**config.mk**
```make
export PLATFORM = sky130hd
export DESIGN_NAME = ttw_queue
export DESIGN_NICKNAME = d
export VERILOG_FILES = /design/src/rtl/text_terminal_writer_defines.svh /design/src/rtl/ttw_pkg.sv /design/src/rtl/ttw_queue.sv
export SDC_FILE = /design/constraint.sdc
export NUM_CORES = 1
export LEC_CHECK = 0
export ABC_CLOCK_PERIOD_IN_PS = 3400
export BUFFER_PORTS_ARGS = -buffer_cell sky130_fd_sc_hd__buf_2
export CORE_ASPECT_RATIO = 0.5
export CORE_UTILIZATION = 45
export CTS_CLUSTER_DIAMETER = 40
export DETAILED_ROUTE_END_ITERATION = 10
export PLACE_DENSITY = 0.7
export SYNTH_ARGS = -nofsm -noshare
export SYNTH_HDL_FRONTEND = slang
export SYNTH_SLANG_ARGS = --single-unit
```
**constraint.sdc**
```tcl
create_clock -name clk -period 3.4 [get_ports clk]
set_input_delay 0.68 -clock clk [delete_from_list [all_inputs] [get_ports clk]]
set_output_delay 0.68 -clock clk [all_outputs]
set_load 0.05 [all_outputs]
```
**src/rtl/text_terminal_writer_defines.svh**
```systemverilog
// Assertion macros for the text terminal writer.
`ifndef TEXT_TERMINAL_WRITER_DEFINES_SVH
`define TEXT_TERMINAL_WRITER_DEFINES_SVH

`ifndef ASSERT_OFF
`define ASSERT_IMPLY(label, clk, rst, ante, cons) \
  label: assert property (@(posedge clk) disable iff (rst) (ante) |-> (cons)) \
    else $error("text_terminal_writer: implication violated");
`define ASSERT_NEVER(label, clk, rst, cond) \
  label: assert property (@(posedge clk) disable iff (rst) !(cond)) \
    else $error("text_terminal_writer: forbidden condition seen");
`else
`define ASSERT_IMPLY(label, clk, rst, ante, cons)
`define ASSERT_NEVER(label, clk, rst, cond)
`endif

`endif

```
**src/rtl/ttw_pkg.sv**
```systemverilog
// Shared types and constants of the text terminal writer.
`default_nettype none

package ttw_pkg;

  localparam logic [1:0] CMD_PUT     = 2'd0;
  localparam logic [1:0] CMD_SET_COL = 2'd1;
  localparam logic [1:0] CMD_READ    = 2'd2;

  localparam logic [7:0]  NEWLINE_CODE = 8'd10;
  localparam logic [7:0]  SPACE_CODE   = 8'd32;
  localparam logic [7:0]  COLOR_RESET  = 8'd7;
  localparam logic [15:0] BLANK_CELL   = {COLOR_RESET, SPACE_CODE};

  localparam int QUEUE_DEPTH = 2;

  // One classified command on its way to the screen store.
  typedef struct packed {
    logic        wr;
    logic        scroll;
    logic        rd;
    logic [4:0]  row;
    logic [6:0]  col;
    logic [15:0] wdata;
    logic [4:0]  row_now;
    logic [6:0]  col_now;
  } ttw_op_t;

  typedef struct packed {
    logic clearing;
    logic out_load;
  } ttw_status_t;

  typedef enum logic [2:0] {
    ST_CLEAR,
    ST_IDLE,
    ST_WRITE,
    ST_SCROLL,
    ST_READ,
    ST_DONE
  } ttw_state_t;

endpackage

`default_nettype wire

```
**src/rtl/ttw_queue.sv**
```systemverilog
// Short queue of classified commands between front and back end.
`default_nettype none

module ttw_queue import ttw_pkg::*; (
  input  wire logic    clk,
  input  wire logic    rst,
  input  wire logic    push,
  input  wire ttw_op_t push_op,
  output      logic    full,
  input  wire logic    pop,
  output      ttw_op_t head,
  output      logic    empty
);

  localparam int PTR_W = $clog2(QUEUE_DEPTH);
  localparam int CNT_W = $clog2(QUEUE_DEPTH + 1);

  ttw_op_t          entries [QUEUE_DEPTH];
  logic [PTR_W-1:0] wr_ptr;
  logic [PTR_W-1:0] rd_ptr;
  logic [CNT_W-1:0] count;

  assign full  = (count == CNT_W'(QUEUE_DEPTH));
  assign empty = (count == '0);
  assign head  = entries[rd_ptr];

  always_ff @(posedge clk) begin
    if (push) begin
      entries[wr_ptr] <= push_op;
    end
  end

  always_ff @(posedge clk) begin
    if (rst) begin
      wr_ptr <= '0;
      rd_ptr <= '0;
      count  <= '0;
    end else begin
      if (push) begin
        wr_ptr <= (wr_ptr == PTR_W'(QUEUE_DEPTH - 1)) ? '0 : wr_ptr + PTR_W'(1);
      end
      if (pop) begin
        rd_ptr <= (rd_ptr == PTR_W'(QUEUE_DEPTH - 1)) ? '0 : rd_ptr + PTR_W'(1);
      end
      case ({push, pop})
        2'b10:   count <= count + CNT_W'(1);
        2'b01:   count <= count - CNT_W'(1);
        default: ;
      endcase
    end
  end

endmodule

`default_nettype wire

```
==> flow_summary_export.csv <==
group,metric,value,unit
route,drt_pass1_iterations,4,
clock_network,cts_resized,0,
pwr,p_leak,1.579,nW
setup_path,rrSetupSlack,1.74,ns
pwr,power.density,660.2,mW/mm^2
grt,grt-ovfl-total,0,
outcome,run_status,"finished, final reports clean",
clock_network,clock-sinks,91,
route,drt_wl_total,5348,um
final_layout,diodes,0,
synth,syn_area,0.003297,mm^2
sta,finalCriticalPeriod,2.599,ns
clock_network,postCtsSetupBuffers,0,
final_layout,n_fill_cell,549,
route,vias,1675,
route,wire_per_inst,15.15,um
clock_network,clkLatencyLatePin,0.34,ns
sta,final_max_slew_viol_count,0,
setup_path,cp-end-kind,"output port",
route,avgViaCountPerCell,4.745,
die,io_pins,92,
final_layout,seq_area,0.002684,mm^2
sta,fin_skew,0.005222,ns
synth,synth_fp_nets,204,
sta,clock.fmax,0.3848,GHz
final_layout,drive_gt1_share,60.15,%
sta,tns,0,ns
clock_network,cts_made_buffers,9,
placed_design,dpl.hpwl,3594,um
route,top_layer_used,"met4",
sta,finalHoldViolations,0,
route,antenna_left,0,
setup_path,rr_startpoint,"wr_ptr",
clock_network,cts_max_level,3,
route,met3WireLength,332,um
die,die_w,123.1,um
grt,grt_antenna_before_repair,0,
clock_network,clock_path_buffers,2,
clock_network,clk_pin_slew,0.07,ns
synth,syn-instance-count,156,
sta,worst_pin_slew,1.025,ns
die,start_util,47.89,%
placed_design,gp_congestion,0.6587,
sta,max-slew-margin-rel,31.66,%
die,rows,21,
worst_hold_path,hp-class,"reg -> reg",
grt,grt_max_degree,44,
setup_path,path_max_fanout,23,
final_layout,nets,304,
worst_hold_path,min_path_cells,2,
sta,post-route-period-util,76.43,%
pwr,ir_worst_vdd,0.0002884,V
synth,yosys.cell_types.count,14,
synth,syn_area_per_cell,21.13,um^2
setup_path,timing.rr.end,"entries[1][41]",
grt,grt_pass1_wl,8549,um
route,wl_met1,2091,um
placed_design,port_buffers,91,
sta,setup_viol,0,
sta,rsz0062_at_grt,"no",
worst_hold_path,hold_start,"count[1]",
route,wl_met2,2834,um
die,die_area,0.007694,mm^2
worst_hold_path,holdPathEnd,"count[1]",
sta,whs,0.5168,ns
clock_network,cts_tree,"built",
final_layout,multi_input_area,594.3,um^2
die,fp.dieH,62.53,um
grt,grt_pass1_vias,1788,
synth,yosysWarningCount,0,
clock_network,cts_root_buf,"clkbuf_16",
setup_path,cp.required,2.72,ns
grt,track_usage,15.50,%
setup_path,crit_path_start_kind,"register",
setup_path,critPathArrivalTime,1.92,ns
synth,synth-seq-cells,91,
setup_path,reg2reg_depth,1,
final_layout,area_delta_synth_final,26.60,%
job,maxCapViolations,0,
clock_network,hold_buffers,0,
synth,ys_seq_area_share,81.37,%
setup_path,crit_type,"reg -> out",
route,drc,0,
route,drt_iter0_markers,78,
die,coreArea,0.006884,mm^2
## area by class of cell
| type | instances | area share, % |
|---|---|---|
| Clock inverter | 7 | 1.769 |
| Inverter | 1 | 0.08993 |
| Multi-Input combinational cell | 59 | 14.24 |
| Tap cell | 92 | 2.758 |
| Sequential cell | 91 | 64.30 |
| Clock buffer | 9 | 5.396 |
| Timing Repair Buffer | 94 | 11.45 |
## synthesized netlist by cell type
| library cell | instances | area (um^2) |
|---|---|---|
| inv_1 | 1 | 3.750 |
| xor2_1 | 1 | 8.760 |
| xnor2_1 | 3 | 26.28 |
| and2b_2 | 1 | 8.760 |
| a21oi_1 | 1 | 5.000 |
| o21ai_0 | 1 | 5.000 |
| mux2_2 | 43 | 484.2 |
| or3_1 | 1 | 6.260 |
| ha_1 | 1 | 12.51 |
| nor2_1 | 6 | 22.52 |
| buf_2 | 5 | 25.02 |
| dfxtp_1 | 5 | 100.1 |
| and2_1 | 1 | 6.260 |
| edfxtp_1 | 86 | 2582 |
## cell families after synthesis
group                    Yosys count  share of synthesized area, %
AO/OA/AOI/OAI                      2                        0.3033
XOR/XNOR                           4                         1.063
adder cells (fa/ha/maj)            1                        0.3794
buffers and inverters              6                        0.8726
flip-flops                        91                         81.37
multiplexers                      43                         14.69
AND/OR/NAND/NOR                    9                         1.329
## where the power goes
group          total (mW)  switching (mW)  internal [mW]  leakage (nW)
Combinational       0.441           0.312          0.129         0.583
Sequential           1.33          0.0289           1.31         0.849
Clock               0.980           0.407          0.574         0.147
Total                2.76           0.747           2.01          1.58
## how the worst max path moves through the flow
stage / to / slack [ns]
6_report: head[29] / 0.80
5_1_grt: head[1] / 0.71
4_1_cts: head[29] / 0.78
3_5_place_dp: head[29] / 1.15
3_3_place_gp: head[20] / 1.19
2_1_floorplan: entries[0][0] / 0.41
## metrics by stage
step                      setup WS, ns  util, %  total power [mW]  instance area (um^2)  instances
after floorplan                 0.4107        -             1.689                  3297        156
after global placement           1.193    56.29             1.794                  3875        337
after detailed placement         1.146    56.29             1.805                  3875        337
after CTS                       0.7783    60.63             2.778                  4174        353
after global routing            0.7076    60.63             2.850                  4174        353
final                           0.8014    60.63             2.756                  4174        353
## sequential cells by signal, indices dropped and copies added (netlist names), named ones only
register	count
entries	86
count	2
rd_ptr	1
wr_ptr	1
## metal layers
metal	GRT usage [%]	vias up
met5	0	-
met4	6.777	0
met3	6.204	9
met2	26.40	38
met1	17.16	820
li1	-	808
## cell usage in the layout, fill, tap and decap left out, drive strengths merged
master and instances:
nor2 6, edfxtp 86, and2 1, mux2 43, ha 1, a21oi 1, inv 4, buf 94
and2b 1, clkinvlp 1, or3 1, bufinv 1, clkbuf 9, o21ai 1, clkinv 2, xnor2 3
dfxtp 5, xor2 1
## critical path, cell delays in order, from the launching register on
cell     delay [ns]
dfxtp_2        0.68
buf_4          0.32
mux2_2         0.36
buf_2          0.21
(Power assumes the default switching activity.)
