## src/rtl/text_terminal_writer_defines.svh

```systemverilog
// Assertion macros for the text terminal writer.
`ifndef TEXT_TERMINAL_WRITER_DEFINES_SVH
`define TEXT_TERMINAL_WRITER_DEFINES_SVH

`ifndef ASSERT_OFF
`define ASSERT_IMPLY(label, clk, rst, ante, cons) \
  label: assert property (@(posedge clk) disable iff (rst) (ante) |-> (cons)) \
    else $error("text_terminal_writer: implication violated");
`define ASSERT_NEVER(label, clk, rst, cond) \
  label: assert property (@(posedge clk) disable iff (rst) !(cond)) \
    else $error("text_terminal_writer: forbidden condition seen");
`else
`define ASSERT_IMPLY(label, clk, rst, ante, cons)
`define ASSERT_NEVER(label, clk, rst, cond)
`endif

`endif

```

## src/rtl/ttw_pkg.sv

```systemverilog
// Shared types and constants of the text terminal writer.
`default_nettype none

package ttw_pkg;

  localparam logic [1:0] CMD_PUT     = 2'd0;
  localparam logic [1:0] CMD_SET_COL = 2'd1;
  localparam logic [1:0] CMD_READ    = 2'd2;

  localparam logic [7:0]  NEWLINE_CODE = 8'd10;
  localparam logic [7:0]  SPACE_CODE   = 8'd32;
  localparam logic [7:0]  COLOR_RESET  = 8'd7;
  localparam logic [15:0] BLANK_CELL   = {COLOR_RESET, SPACE_CODE};

  localparam int QUEUE_DEPTH = 2;

  // One classified command on its way to the screen store.
  typedef struct packed {
    logic        wr;
    logic        scroll;
    logic        rd;
    logic [4:0]  row;
    logic [6:0]  col;
    logic [15:0] wdata;
    logic [4:0]  row_now;
    logic [6:0]  col_now;
  } ttw_op_t;

  typedef struct packed {
    logic clearing;
    logic out_load;
  } ttw_status_t;

  typedef enum logic [2:0] {
    ST_CLEAR,
    ST_IDLE,
    ST_WRITE,
    ST_SCROLL,
    ST_READ,
    ST_DONE
  } ttw_state_t;

endpackage

`default_nettype wire

```

## src/rtl/ttw_front.sv

```systemverilog
// Front end: accepts commands, tracks the cursor and classifies store work.
`default_nettype none

module ttw_front import ttw_pkg::*; #(
  parameter int COLUMNS = 80,
  parameter int ROWS    = 25
) (
  input  wire logic       clk,
  input  wire logic       rst,
  input  wire logic       in_valid,
  output      logic       in_ready,
  input  wire logic [1:0] cmd,
  input  wire logic [7:0] char_code,
  input  wire logic [6:0] new_column,
  input  wire logic [4:0] cell_row,
  input  wire logic [6:0] cell_column,
  input  wire logic       cfg_valid,
  input  wire logic [7:0] cfg_data,
  input  wire logic       q_full,
  input  wire logic       clearing,
  output      logic       push,
  output      ttw_op_t    push_op
);

  localparam logic [4:0] LAST_ROW = 5'(ROWS - 1);
  localparam logic [6:0] LAST_COL = 7'(COLUMNS - 1);

  logic [4:0] row;
  logic [6:0] col;
  logic [7:0] text_color;
  logic [4:0] row_next;
  logic [6:0] col_next;
  logic       advance_row;
  ttw_op_t    op;

  assign in_ready = !q_full && !clearing;
  assign push     = in_valid && in_ready;
  assign push_op  = op;

  always_comb begin
    op          = '0;
    row_next    = row;
    col_next    = col;
    advance_row = 1'b0;
    case (cmd)
      CMD_PUT: begin
        op.wr       = (char_code != NEWLINE_CODE);
        op.row      = row;
        op.col      = col;
        op.wdata    = {text_color, char_code};
        advance_row = (char_code == NEWLINE_CODE) || (col == LAST_COL);
        if (advance_row) begin
          col_next = '0;
          if (row == LAST_ROW) begin
            op.scroll = 1'b1;
          end else begin
            row_next = row + 5'd1;
          end
        end else begin
          col_next = col + 7'd1;
        end
      end
      CMD_SET_COL: begin
        col_next = (new_column > LAST_COL) ? LAST_COL : new_column;
      end
      CMD_READ: begin
        op.rd  = ({1'b0, cell_row} < 6'(ROWS)) && ({1'b0, cell_column} < 8'(COLUMNS));
        op.row = cell_row;
        op.col = cell_column;
      end
      default: ;
    endcase
    op.row_now = row_next;
    op.col_now = col_next;
  end

  always_ff @(posedge clk) begin
    if (rst) begin
      row        <= '0;
      col        <= '0;
      text_color <= COLOR_RESET;
    end else begin
      if (push) begin
        row <= row_next;
        col <= col_next;
      end
      if (cfg_valid) begin
        text_color <= cfg_data;
      end
    end
  end

endmodule

`default_nettype wire

```

## config.mk

```make
export PLATFORM = sky130hd
export DESIGN_NAME = ttw_front
export DESIGN_NICKNAME = d
export VERILOG_FILES = /design/src/rtl/text_terminal_writer_defines.svh /design/src/rtl/ttw_pkg.sv /design/src/rtl/ttw_front.sv
export SDC_FILE = /design/constraint.sdc
export NUM_CORES = 1
export LEC_CHECK = 0
export BUFFER_PORTS_ARGS = -buffer_cell sky130_fd_sc_hd__buf_2
export CORE_MARGIN = 2
export CORE_UTILIZATION = 36
export DETAILED_ROUTE_END_ITERATION = 10
export PLACE_DENSITY = 0.65
export SLEW_MARGIN = 15
export SYNTH_ARGS = -nofsm -noshare
export SYNTH_HDL_FRONTEND = slang
export SYNTH_SLANG_ARGS = --single-unit
export TNS_END_PERCENT = 30
```

## constraint.sdc

```tcl
create_clock -name clk -period 6.15 [get_ports clk]
set_input_delay 0.615 -clock clk [delete_from_list [all_inputs] [get_ports clk]]
set_output_delay 0.615 -clock clk [all_outputs]
set_load 0.02 [all_outputs]
```

==> summary by stage, run 1 <==
Pwr
The worst IR drop on VDD is 0.0000774 V. For this design the total switching power over the nets is slightly above 0.0001 W. The internal power of the cells totals ~0.00026 W. For this design the ratio of total power to cell area is 155 mW/mm².

The combinational share of power is roughly a quarter. In this run the static leakage power is about 1.1 nW. The proportion of power drawn by flip-flops and latches is a little under 40%. The switching fraction of total power is 28.6%. The share of power burned in the clock network is ~37%.

Global routing
The maximum number of pins on one net before global-route repair is 29. The global-route wire length before repair is between 7000 and 8000 µm. The number of antenna violations at the first check in global routing came to 0. Global routing consumed, over all layers together, between 10% and 20% of the routing resources. The number of global-route vias before repair is ~1.7k. For this run the aggregate overflow at the end of global routing stands at 0.

Critical path
The number of cells traversed by the worst register-to-register path is 5. Across all register-to-register paths, the minimum setup slack is about 3.7 ns. The slowest library cell on the worst path is or4b_4. By startpoint and endpoint, the worst setup path is classified as flop to output port. Data arrives at the worst endpoint at about 2.7 ns. For the worst setup path, the data required time is 5.53 ns.

The maximum fanout count along the critical path is 16. Broken down by cell family, the worst path's largest delay share belongs to simple AND/OR/NAND/NOR gates. The worst register-to-register path begins at col[1]$_SDFFE_PP0P_.

In this run the critical register-to-register path is captured at row[4]$_SDFFE_PP0P_. The worst setup path is launched from a flop. Counting both buffers and inverters, the worst setup path holds a total of 1. The critical path runs through a total of 6 cells. For this run, the slowest stage of the critical path takes ~0.7 ns. The category of the worst setup path capture point is an output port. Walking the worst path, the cells encountered are ha_1, nand3_4, or4b_4, a211oi_1, mux2_2, buf_2.

Die
The count of standard-cell rows is 25. The core area is 0.00479 mm². The die covers around 0.0056 mm². In this run the vertical extent of the chip is 74.9 µm. The number of ports placed on the die boundary is 88. In this run the horizontal extent of the chip is 74.9 µm. The effective utilization at floorplan is 37.9%.

Timing
The portion of the clock cycle consumed by the worst path in the final layout is 53.6%. The final setup slack of the worst path is around 2.9 ns. For the final routed database, the setup TNS stands at 0 ns. Setup repair after global routing left no endpoint under its margin. The number of max-slew violations in the final report is 0. The setup skew after layout is 0.000723 ns. Counting I/O delays and the setup requirement, the final critical path takes around 3.3 ns. The maximum clock frequency is between 0.3 and 0.4 GHz.

The setup-violating endpoint count in the final report is 0. The measured slew at the worst slew-check pin is roughly 0.95 ns. The worst slew slack as a fraction of its limit is 36.7%. The number of hold violations in the final report is 0.

Clock tree
CTS built an H-tree with a depth of 1. Clock tree synthesis selected as its root buffer the cell clkbuf_8. The clock tree from TritonCTS is built.

After clock tree synthesis, the clock-pin slew on the worst setup and hold paths is roughly 0.08 ns. Once the clock tree was built, the setup fixing pass inserted 0 buffers. The clock net sink count is 20. The later pin in the worst-skew pair is clocked with a latency of about 0.26 ns.

Buffers inserted during clock tree synthesis total 3. Once the clock tree was built, the resizer swapped 0 gates to a different size. The number of buffers inserted by hold repair at cts is 0. The buffer levels on the longest clock path is 2.

Layout
Leaving out filler cells and counting taps, the final layout contains ~370. The area taken by flip-flops and latches is between 400 and 500 µm². Fill cells in the final layout number 480. In the layout the commonest cells are buf_2, nor2_1, mux2i_1. The share of post-route cells with drive strength above 1 is between 30% and 40%. The library cell used most frequently in the layout, excluding fill and tap cells, is buf_2. The final-stage net count is 346. The multi-input combinational cells in the finished layout cover a total of approximately 0.0013 mm². The post-synthesis to final-layout area growth is 27.4%.

The number of diodes is 0.

Logic synthesis
The number of flops mapped to enable cells by yosys is 0. The warning count from the yosys run is 0. The cell count after synthesis is approximately 230.

For this run, the leading register cell type out of synthesis is dfxtp_1. For this run, the register share of the synthesized area comes to between 20% and 30%. The share of flip-flops with an asynchronous set or reset after synthesis is 0%. Yosys mapped the design onto 53 distinct sky130hd cell types. When the netlist entered floorplanning its net count stood at between 200 and 300. The combined area of all synthesized cells is roughly 0.0018 mm². The average instance in the mapped netlist occupies 7.95 µm².

The synthesized design contains 20 register bits.

Route
Wires add up to between 4000 and 5000 µm. The via count is about 1.9k. The post-route antenna net violation count is 0. After detailed routing, the average wire length per cell comes to around 14 µm. The number of design rule violations left after detail routing is 0. After detailed routing, the number of vias per cell comes to a little over 5. Before antenna repair, the detailed router went through 4 iterations. The first routing iteration left around 120 violations.

Place
At the end of routability-driven placement, the weighted congestion stood at ~0.84. After legalization and detailed placement, the total HPWL measured roughly 3800 µm. Buffers placed on the I/O ports in this run total between 80 and 90. At the placement stage, the worst setup path has a slack of between 2 and 3 ns. Counting tap cells, the placed design contains a total of about 360 instances.

Job
The total of max-cap violations is 0.

Worst hold path
The class of the most critical hold timing path is flop to flop. For hold timing, the worst endpoint is text_color[1]$_SDFFE_PP1P_. The number of cells on the worst hold path is 2. The worst hold path begins at text_color[1]$_SDFFE_PP1P_.

Status
The flow ran to the end, and the final reports show no timing, DRC or antenna violations.
[routing by layer]
| layer | global-route usage, % | vias to the layer above | routed length, µm |
|---|---|---|---|
| met2 | 31.4 | 51 | 2460 |
| met3 | 1.74 | 2 | 221 |
| li1 | - | 950 | - |
| met1 | 23.4 | 880 | 2280 |
| met4 | 4.17 | 0 | 38 |
| met5 | 0 | - | 0 |
[power by group through the flow]
stage           logic, W  registers [W]  clock network [W]
6_report       0.0000882       0.000139           0.000132
5_1_grt        0.0000973       0.000139           0.000142
4_1_cts        0.0000889       0.000139           0.000137
3_5_place_dp   0.0000886       0.000142                  0
3_3_place_gp   0.0000877       0.000142                  0
2_1_floorplan  0.0000585       0.000139                  0
[cell type report]
class	instances	area share (%)
clock inverters	1	1.30
inverters	8	1.30
clock buffers	3	1.79
multi-input cells	180	55.8
well taps	67	3.63
flip-flops and latches	20	17.3
repair buffers	87	18.9
[state kept, by name, indices dropped and copies added, names as in the netlist]
name        flops
row             5
col             7
text_color      8
[synth_stat cells (all sizes together), types with 5 or more instances]
library cell / number / area [µm²]
nor2: 32 / 120
mux2i: 23 / 230
dfxtp: 20 / 400
and2: 16 / 100
nand2: 15 / 56.3
o21ai: 15 / 75.1
clkbuf: 11 / 41.3
buf: 9 / 52.5
a21oi: 7 / 35.0
inv: 7 / 26.3
nand3: 7 / 47.6
a211oi: 6 / 60.1
mux2: 5 / 56.3
[tightest hold or removal path, delay by kind of cell (launching register included)]
family / cells / cell delay [ns]
DFF: 1 / 0.32
muxes: 1 / 0.06
and+or+nand+nor: 1 / 0.06
[cells by family after synthesis]
| kind of cell | synth area share, % |
|---|---|
| xor gates and xnor gates | 3.38 |
| DFF | 22.1 |
| AOI/OAI and AO/OA | 23.3 |
| and+or+nand+nor | 26.5 |
| buffers and inverters | 6.84 |
| adders and majority gates | 2.07 |
| muxes | 15.8 |
[stage by stage]
stage / area (µm²) / hold slack, ns / utilization (%) / power [W]
finish: 2310 / 0.468 / 48.2 / 0.000359
global route: 2310 / 0.488 / 48.2 / 0.000378
CTS: 2310 / 0.474 / 48.2 / 0.000364
detailed placement: 2240 / 0.453 / 46.7 / 0.000230
global placement: 2240 / 0.447 / 46.7 / 0.000229
floorplan: 1810 / 0.433 / - / 0.000197
[worst max path at each step]
stage	from	end	slack (ns)
4_1_cts	col[1]$_SDFFE_PP0P_	push_op[9]	2.87
5_1_grt	col[1]$_SDFFE_PP0P_	push_op[9]	2.71
3_3_place_gp	char_code[0]	push_op[9]	2.95
6_report	col[1]$_SDFFE_PP0P_	push_op[9]	2.85
3_5_place_dp	char_code[4]	push_op[9]	2.98
2_1_floorplan	cmd[1]	push_op[3]	3.30
(Power assumes the default switching activity.)
==> inputs of run 2 (changes only) <==
- clock period: 6.15 -> 3.1 ns (I/O delays scaled with it)
==> run 2 against run 1 <==
Against the previous run:
- cell count up 0.82%
- via count up 2.0%
- non-clock buffer count up 3
- sequential cell count unchanged
- die area unchanged
- worst hold slack worse by 0.21 ns
- global-route usage up 0.12 points
- first-iteration DRC count down 3.4%
- largest cell class unchanged
- power up 83%
- critical path depth unchanged
- clock power up 55%
==> summary by stage, run 2 (synthesis gave the netlist of run 1 again) <==
Pwr
The combinational share of power was 27.0% (was 24.6%). The power density over the cells is 283 mW/mm² (was 155 mW/mm²). The share of power burned in the clock network was 31.0% (was 36.8%).

The net load switching power is 0.000205 W (was 0.000103 W). The proportion of power drawn by flip-flops and latches is 41.9% (was 38.6%). The reported leakage power is 1.07 nW (about the same). The worst IR drop on VDD is 0.000119 V (was 0.0000774 V). The internal portion of total power came to 0.000451 W (was 0.000256 W).

The switching fraction of total power is 31.2% (was 28.6%).

Critical path
The data arrival time of the worst path is 2.62 ns (was 2.68 ns). The maximum fanout count along the critical path came to 16 (unchanged). The category of the worst setup path capture point is an output port (unchanged).

The number of cells traversed by the worst register-to-register path is 5 (unchanged). The category of the most critical setup path was flop to output port (unchanged). The worst endpoint required time is 2.79 ns (was 5.53 ns). The nature of the critical path startpoint was a flop (unchanged).

Place
The count of input and output buffers was 87 (unchanged). The final weighted congestion in routability-driven placement is 0.853 (was 0.838). The placed wire-length estimate after detailed placement came to 3820 µm (was 3810 µm).

Route
The sum of routed wire length over all layers came to 5030 µm (was 5000 µm). The routed via count divided by cell count is 5.20 (was 5.14). The via count was 1920 (was 1883). The number of design rule violations left after detail routing was 0 (unchanged).

The post-route antenna net violation count is 0 (unchanged). The number of detailed-route iterations in the first pass is 4 (unchanged). The mean routed wirelength per cell is 13.6 µm (about the same). The number of violations reported at the end of detailed-routing iteration 0 is 114 (was 118).

Die
The die outline area was 0.00562 mm² (unchanged). The overall die height is 74.9 µm (unchanged). The number of ports placed on the die boundary came to 88 (unchanged). The count of standard-cell rows came to 25 (unchanged). The effective utilization at floorplan is 37.9% (unchanged). The core area is 0.00479 mm² (unchanged). The horizontal die dimension is 74.9 µm (unchanged).

Global routing
The global-route wire length before repair is 7780 µm (was 7880 µm). The total grt overflow was 0 (unchanged). The number of antenna violations at the first check in global routing is 0 (unchanged). The maximum number of pins on one net before global-route repair is 28 (was 29). The number of global-route vias before repair is 1643 (was 1688). The global-route usage over all layers was 17.9% (was 17.8%).

Clock tree
The clock net sink count is 20 (unchanged). The root buffer cell is clkbuf_8 (unchanged). The number of buffers inserted by hold repair at cts is 0 (unchanged). The clock tree from TritonCTS is built (unchanged). The number of levels in the clock H-tree is 1 (unchanged). The buffer levels on the longest clock path is 2 (unchanged).

The clock transition time at the flip-flop clock pins of the worst setup and hold paths came to 0.08 ns (about the same). The insertion delay to the later sink of the worst-skew pair is 0.27 ns (was 0.26 ns). The number of buffers created by CTS is 3 (unchanged).

Timing
The routed design could run at a clock period as short as around 2.9 ns. The setup skew after layout was 0.00932 ns (was 0.000723 ns). The number of hold violations in the final report was 0 (unchanged). The worst slew slack as a fraction of its limit was 70.3% (was 36.7%). The post-route worst hold slack is 0.262 ns (was 0.468 ns). Setup repair after global routing missed its margin: no (unchanged).

The maximum clock frequency is roughly 0.34 GHz. The measured slew at the worst slew-check pin is 0.441 ns (was 0.945 ns). The number of max-slew violations in the final report was 0 (unchanged). Of the available clock period, the critical path in the final layout requires between 90% and 100%. The setup TNS after final layout is 0 ns (unchanged). The setup-violating endpoint count in the final report was 0 (unchanged).

Layout
The share of post-route cells with drive strength above 1 is 35.8% (was 34.8%). The number of flip-flops under the largest register name is 8 (unchanged). The final-layout fill cell count is 518 (was 480).

Leading cell types in the layout, fill and taps excluded: buf_2, nor2_1, mux2i_1 (unchanged). The number of diodes is 0 (unchanged). Leading registers by flop count: text_color (8), col (7), row (5) (unchanged).

The post-synthesis to final-layout area growth is 27.9% (was 27.4%). The final core utilization is 48.4% (was 48.2%). The register name with the most flops is text_color (unchanged).

The leading cell type in the layout, fill and taps excluded was buf_2 (unchanged). The final-stage net count is 349 (was 346).

Worst hold path
The number of cells on the worst hold path was 3 (was 2). The class of the most critical hold timing path was primary input to flop (was flop to flop).

Status
Status: finished, final reports clean (unchanged).

Job
The total of max-cap violations was 0 (unchanged).
run 2: worst paths after layout:
kind	startpoint	endpoint	slack (ns)
worst max-delay path	col[0]$_SDFFE_PP0P_	push_op[9]	0.17
worst min-delay path	cfg_data[2]	text_color[2]$_SDFFE_PP1P_	0.26
worst max register to register	col[0]$_SDFFE_PP0P_	row[3]$_SDFFE_PP0P_	0.72
worst min register to register	text_color[2]$_SDFFE_PP1P_	text_color[2]$_SDFFE_PP1P_	0.47
run 2: per-layer routing:
layer	wire, µm	GRT usage [%]	vias to the layer above	share of wire (%)
met3	254	1.87	5	5.1
met5	0	0	-	0
met1	2260	23.8	895	45
met2	2440	30.4	58	49
met4	66	5.95	0	1.3
li1	-	-	962	-
run 2: final cells by class:
| class | instances | area, µm² | share of cell area (%) |
|---|---|---|---|
| Multi-Input combinational cell | 180 | 1290 | 55.7 |
| Sequential cell | 20 | 400 | 17.3 |
| Tap cell | 67 | 83.8 | 3.62 |
| Timing Repair Buffer | 90 | 458 | 19.8 |
| Clock buffer | 4 | 55.1 | 2.38 |
| Inverter | 8 | 30.0 | 1.30 |
run 2: what timing repair did:
item / 4_1_cts / 5_1_grt
endpoints found under the setup margin: 0 / 1
gates resized for setup: 0 / 1
setup buffers: 0 / 0
run 2: critical path, cell delays in order, from the launching register on:
cell and delay, ns:
dfxtp_1 0.46, ha_2 0.29, nand3_4 0.12, or4b_4 0.69, a211oi_1 0.27, mux2_2 0.36
buf_2 0.16
run 2: through the flow:
stage / instance area [µm²] / total power [W] / instances / setup WS (ns)
after floorplan: 1810 / 0.000392 / 228 / 0.648
after global placement: 2260 / 0.000458 / 365 / 0.517
after detailed placement: 2260 / 0.000459 / 365 / 0.446
after CTS: 2310 / 0.000662 / 369 / 0.143
after global routing: 2320 / 0.000692 / 369 / 0.0432
final: 2320 / 0.000656 / 369 / 0.170
run 2: power by group through the flow:
stage | Sequential [W] | Clock, W | Combinational, W
after CTS | 0.000275 | 0.000208 | 0.000179
final | 0.000275 | 0.000204 | 0.000177
after global routing | 0.000276 | 0.000220 | 0.000196
after detailed placement | 0.000281 | 0 | 0.000178
after floorplan | 0.000276 | 0 | 0.000116
after global placement | 0.000280 | 0 | 0.000178
==> inputs of run 3 (changes only) <==
- clock period: 3.1 -> 3.5 ns (I/O delays scaled with it)
==> run 3 against run 2 <==
Against the previous run:
- clock skew down 0.0043 ns
- utilization barely moved
- combinational power is 12% lower
- via count decreased by 1.7%
- non-clock buffer count shrank 2
- clock-buffer cell count shrank 1
- routed wire length fell by 3.5%
- power decreased by 3.7%
- critical endpoint unchanged
- die area unchanged
- cell count fell by 0.54%
- largest power group unchanged
==> summary by stage, run 3 (synthesis gave the netlist of run 1 again) <==
Timing
The worst slew slack as a fraction of its limit is 57.9% (was 70.3%). The final setup slack of the worst path is 0.495 ns (was 0.170 ns). The measured slew at the worst slew-check pin is 0.632 ns (was 0.441 ns). The setup skew after layout is 0.00502 ns (was 0.00932 ns). Based on the critical path, the design can be clocked at up to ~0.33 GHz.

The clock period minus final worst setup slack is 3.00 ns. Setup repair after global routing missed its margin: no (unchanged). The setup TNS after final layout is 0 ns (unchanged). The number of max-slew violations in the final report was 0 (unchanged). The final critical path takes up between 80% and 90% of the cycle.

The number of hold violations in the final report is 0 (unchanged). The setup-violating endpoint count in the final report was 0 (unchanged).

Critical path
The endpoint of the lowest-slack register-to-register path was row[4]$_SDFFE_PP0P_ (was row[3]$_SDFFE_PP0P_). The end point of the critical path is push_op[9] (unchanged). The data arrival time of the worst path is 2.65 ns (was 2.62 ns). The internal reg-to-reg setup slack is 1.11 ns (was 0.72 ns). The category of the most critical setup path is flop to output port (unchanged). The start point of the critical path is col[0]$_SDFFE_PP0P_ (unchanged). The worst endpoint required time was 3.15 ns (was 2.79 ns). The origin of the critical flop-to-flop path is col[0]$_SDFFE_PP0P_ (unchanged).

The category of the worst setup path capture point was an output port (unchanged). The maximum fanout count along the critical path is 16 (unchanged). The number of cells traversed by the worst register-to-register path is 5 (unchanged). The nature of the critical path startpoint is a flop (unchanged).

Layout
The leading cell type in the layout, fill and taps excluded is buf_2 (unchanged). The final core utilization is 48.4% (about the same). The number of diodes is 0 (unchanged). Leading cell types in the layout, fill and taps excluded: buf_2, nor2_1, mux2i_1 (unchanged).

The final non-filler cell total is 367 (was 369). The register name with the most flops is text_color (unchanged). The number of flip-flops under the largest register name was 8 (unchanged).

The share of post-route cells with drive strength above 1 was 35.0% (was 35.8%). The final-layout fill cell count is 501 (was 518). Leading registers by flop count: text_color (8), col (7), row (5) (unchanged). The final-stage net count is 347 (was 349). The finished layout cell area is 0.00232 mm² (about the same). The post-synthesis to final-layout area growth was 27.8% (was 27.9%).

Place
The count of input and output buffers is 87 (unchanged). The instance count after placement with tap cells included is 363 (was 365). The final weighted congestion in routability-driven placement is 0.897 (was 0.853). The standard cell area after detailed placement is 0.00224 mm² (was 0.00226 mm²). The worst setup slack after placement came to 0.801 ns (was 0.446 ns).

The placed wire-length estimate after detailed placement is 3730 µm (was 3820 µm).

Route
The routed via count divided by cell count is 5.14 (was 5.20). The number of detailed-route iterations in the first pass was 4 (unchanged). The sum of routed wire length over all layers is 4850 µm (was 5030 µm). The post-route antenna net violation count was 0 (unchanged). The number of violations reported at the end of detailed-routing iteration 0 was 95 (was 114). The mean routed wirelength per cell is 13.2 µm (was 13.6 µm). The via count is 1888 (was 1920). The number of design rule violations left after detail routing is 0 (unchanged).

Die
The die outline area is 0.00562 mm² (unchanged). The overall die height was 74.9 µm (unchanged). The number of ports placed on the die boundary is 88 (unchanged). The core area was 0.00479 mm² (unchanged). The count of standard-cell rows came to 25 (unchanged). The horizontal die dimension is 74.9 µm (unchanged). The effective utilization at floorplan is 37.9% (unchanged).

Global routing
The global-route wire length before repair is 7540 µm (was 7780 µm). The total grt overflow is 0 (unchanged). The global-route usage over all layers is 17.3% (was 17.9%). The number of global-route vias before repair is 1598 (was 1643).

The number of antenna violations at the first check in global routing came to 0 (unchanged). The maximum number of pins on one net before global-route repair was 29 (was 28).

Clock tree
The number of buffers inserted by hold repair at cts is 0 (unchanged). The number of buffers created by CTS came to 3 (unchanged). The root buffer cell was clkbuf_8 (unchanged). The quantity of gates resized following cts is 0 (unchanged). The insertion delay to the later sink of the worst-skew pair is 0.26 ns (was 0.27 ns). The number of levels in the clock H-tree is 1 (unchanged). The number of buffers inserted by post-CTS setup repair is 0 (unchanged). The buffer levels on the longest clock path is 2 (unchanged). The clock transition time at the flip-flop clock pins of the worst setup and hold paths is 0.08 ns (about the same). The clock net sink count came to 20 (unchanged).

The clock tree from TritonCTS is built (unchanged).

Pwr
The reported leakage power came to 1.07 nW (about the same). The combinational share of power came to 24.6% (was 27.0%). The switching fraction of total power is 28.6% (was 31.2%). The power density over the cells is 273 mW/mm² (was 283 mW/mm²). The internal portion of total power is 0.000451 W (about the same). The share of power burned in the clock network is 36.9% (was 31.0%). The net load switching power is 0.000181 W (was 0.000205 W). The proportion of power drawn by flip-flops and latches is 38.4% (was 41.9%).

The worst IR drop on VDD came to 0.000145 V (was 0.000119 V).

Worst hold path
The class of the most critical hold timing path is primary input to flop (unchanged).

Job
The total of max-cap violations is 0 (unchanged).

Status
Status: finished, final reports clean (unchanged).
==> run 3: worst max-delay path, cell delays in order, from the launching register on <==
cell and delay (ns):
dfxtp_1 0.42, ha_1 0.32, nand3_4 0.14, or4b_4 0.70
a211oi_1 0.29, mux2_2 0.37, buf_2 0.16
==> run 3: worst min-delay path by stage <==
stage                                     from                         end  slack, ns  depth (start not counted)
floorplan           text_color[0]$_SDFFE_PP1P_  text_color[0]$_SDFFE_PP1P_       0.43                          2
CTS                                cfg_data[2]  text_color[2]$_SDFFE_PP1P_       0.29                          3
detailed placement  text_color[2]$_SDFFE_PP1P_  text_color[2]$_SDFFE_PP1P_       0.45                          2
global placement    text_color[1]$_SDFFE_PP1P_  text_color[1]$_SDFFE_PP1P_       0.45                          2
global route                       cfg_data[1]  text_color[1]$_SDFFE_PP1P_       0.30                          3
finish                             cfg_data[2]  text_color[2]$_SDFFE_PP1P_       0.30                          3
==> run 3: area by class of cell <==
cell class / count / area, µm² / share of cell area, %
Clock buffer: 3 / 41.3 / 1.78
Clock inverter: 1 / 30.0 / 1.30
Inverter: 8 / 30.0 / 1.30
Multi-Input combinational cell: 180 / 1290 / 55.6
Sequential cell: 20 / 400 / 17.3
Tap cell: 67 / 83.8 / 3.62
Timing Repair Buffer: 88 / 443 / 19.1
==> run 3: layer usage <==
layer / track usage [%] / up-vias / routed length [µm]
met5: 0 / - / 0
met3: 3.21 / 2 / 208
met2: 28.3 / 47 / 2420
met1: 23.1 / 884 / 2190
met4: 5.16 / 0 / 27
li1: - / 955 / -
==> run 3: metrics by stage <==
stage                     total power, W  hold slack [ns]
after detailed placement        0.000405            0.453
after floorplan                 0.000347            0.433
after CTS                       0.000639            0.295
after global routing            0.000665            0.304
final                           0.000632            0.296
after global placement          0.000404            0.446
==> run 3: power groups by stage <==
stage                     registers [W]  clock network, W  logic [W]
after floorplan                0.000244                 0   0.000103
after global placement         0.000248                 0   0.000156
after detailed placement       0.000249                 0   0.000157
after CTS                      0.000243          0.000239   0.000157
after global routing           0.000245          0.000249   0.000171
final                          0.000243          0.000233   0.000156
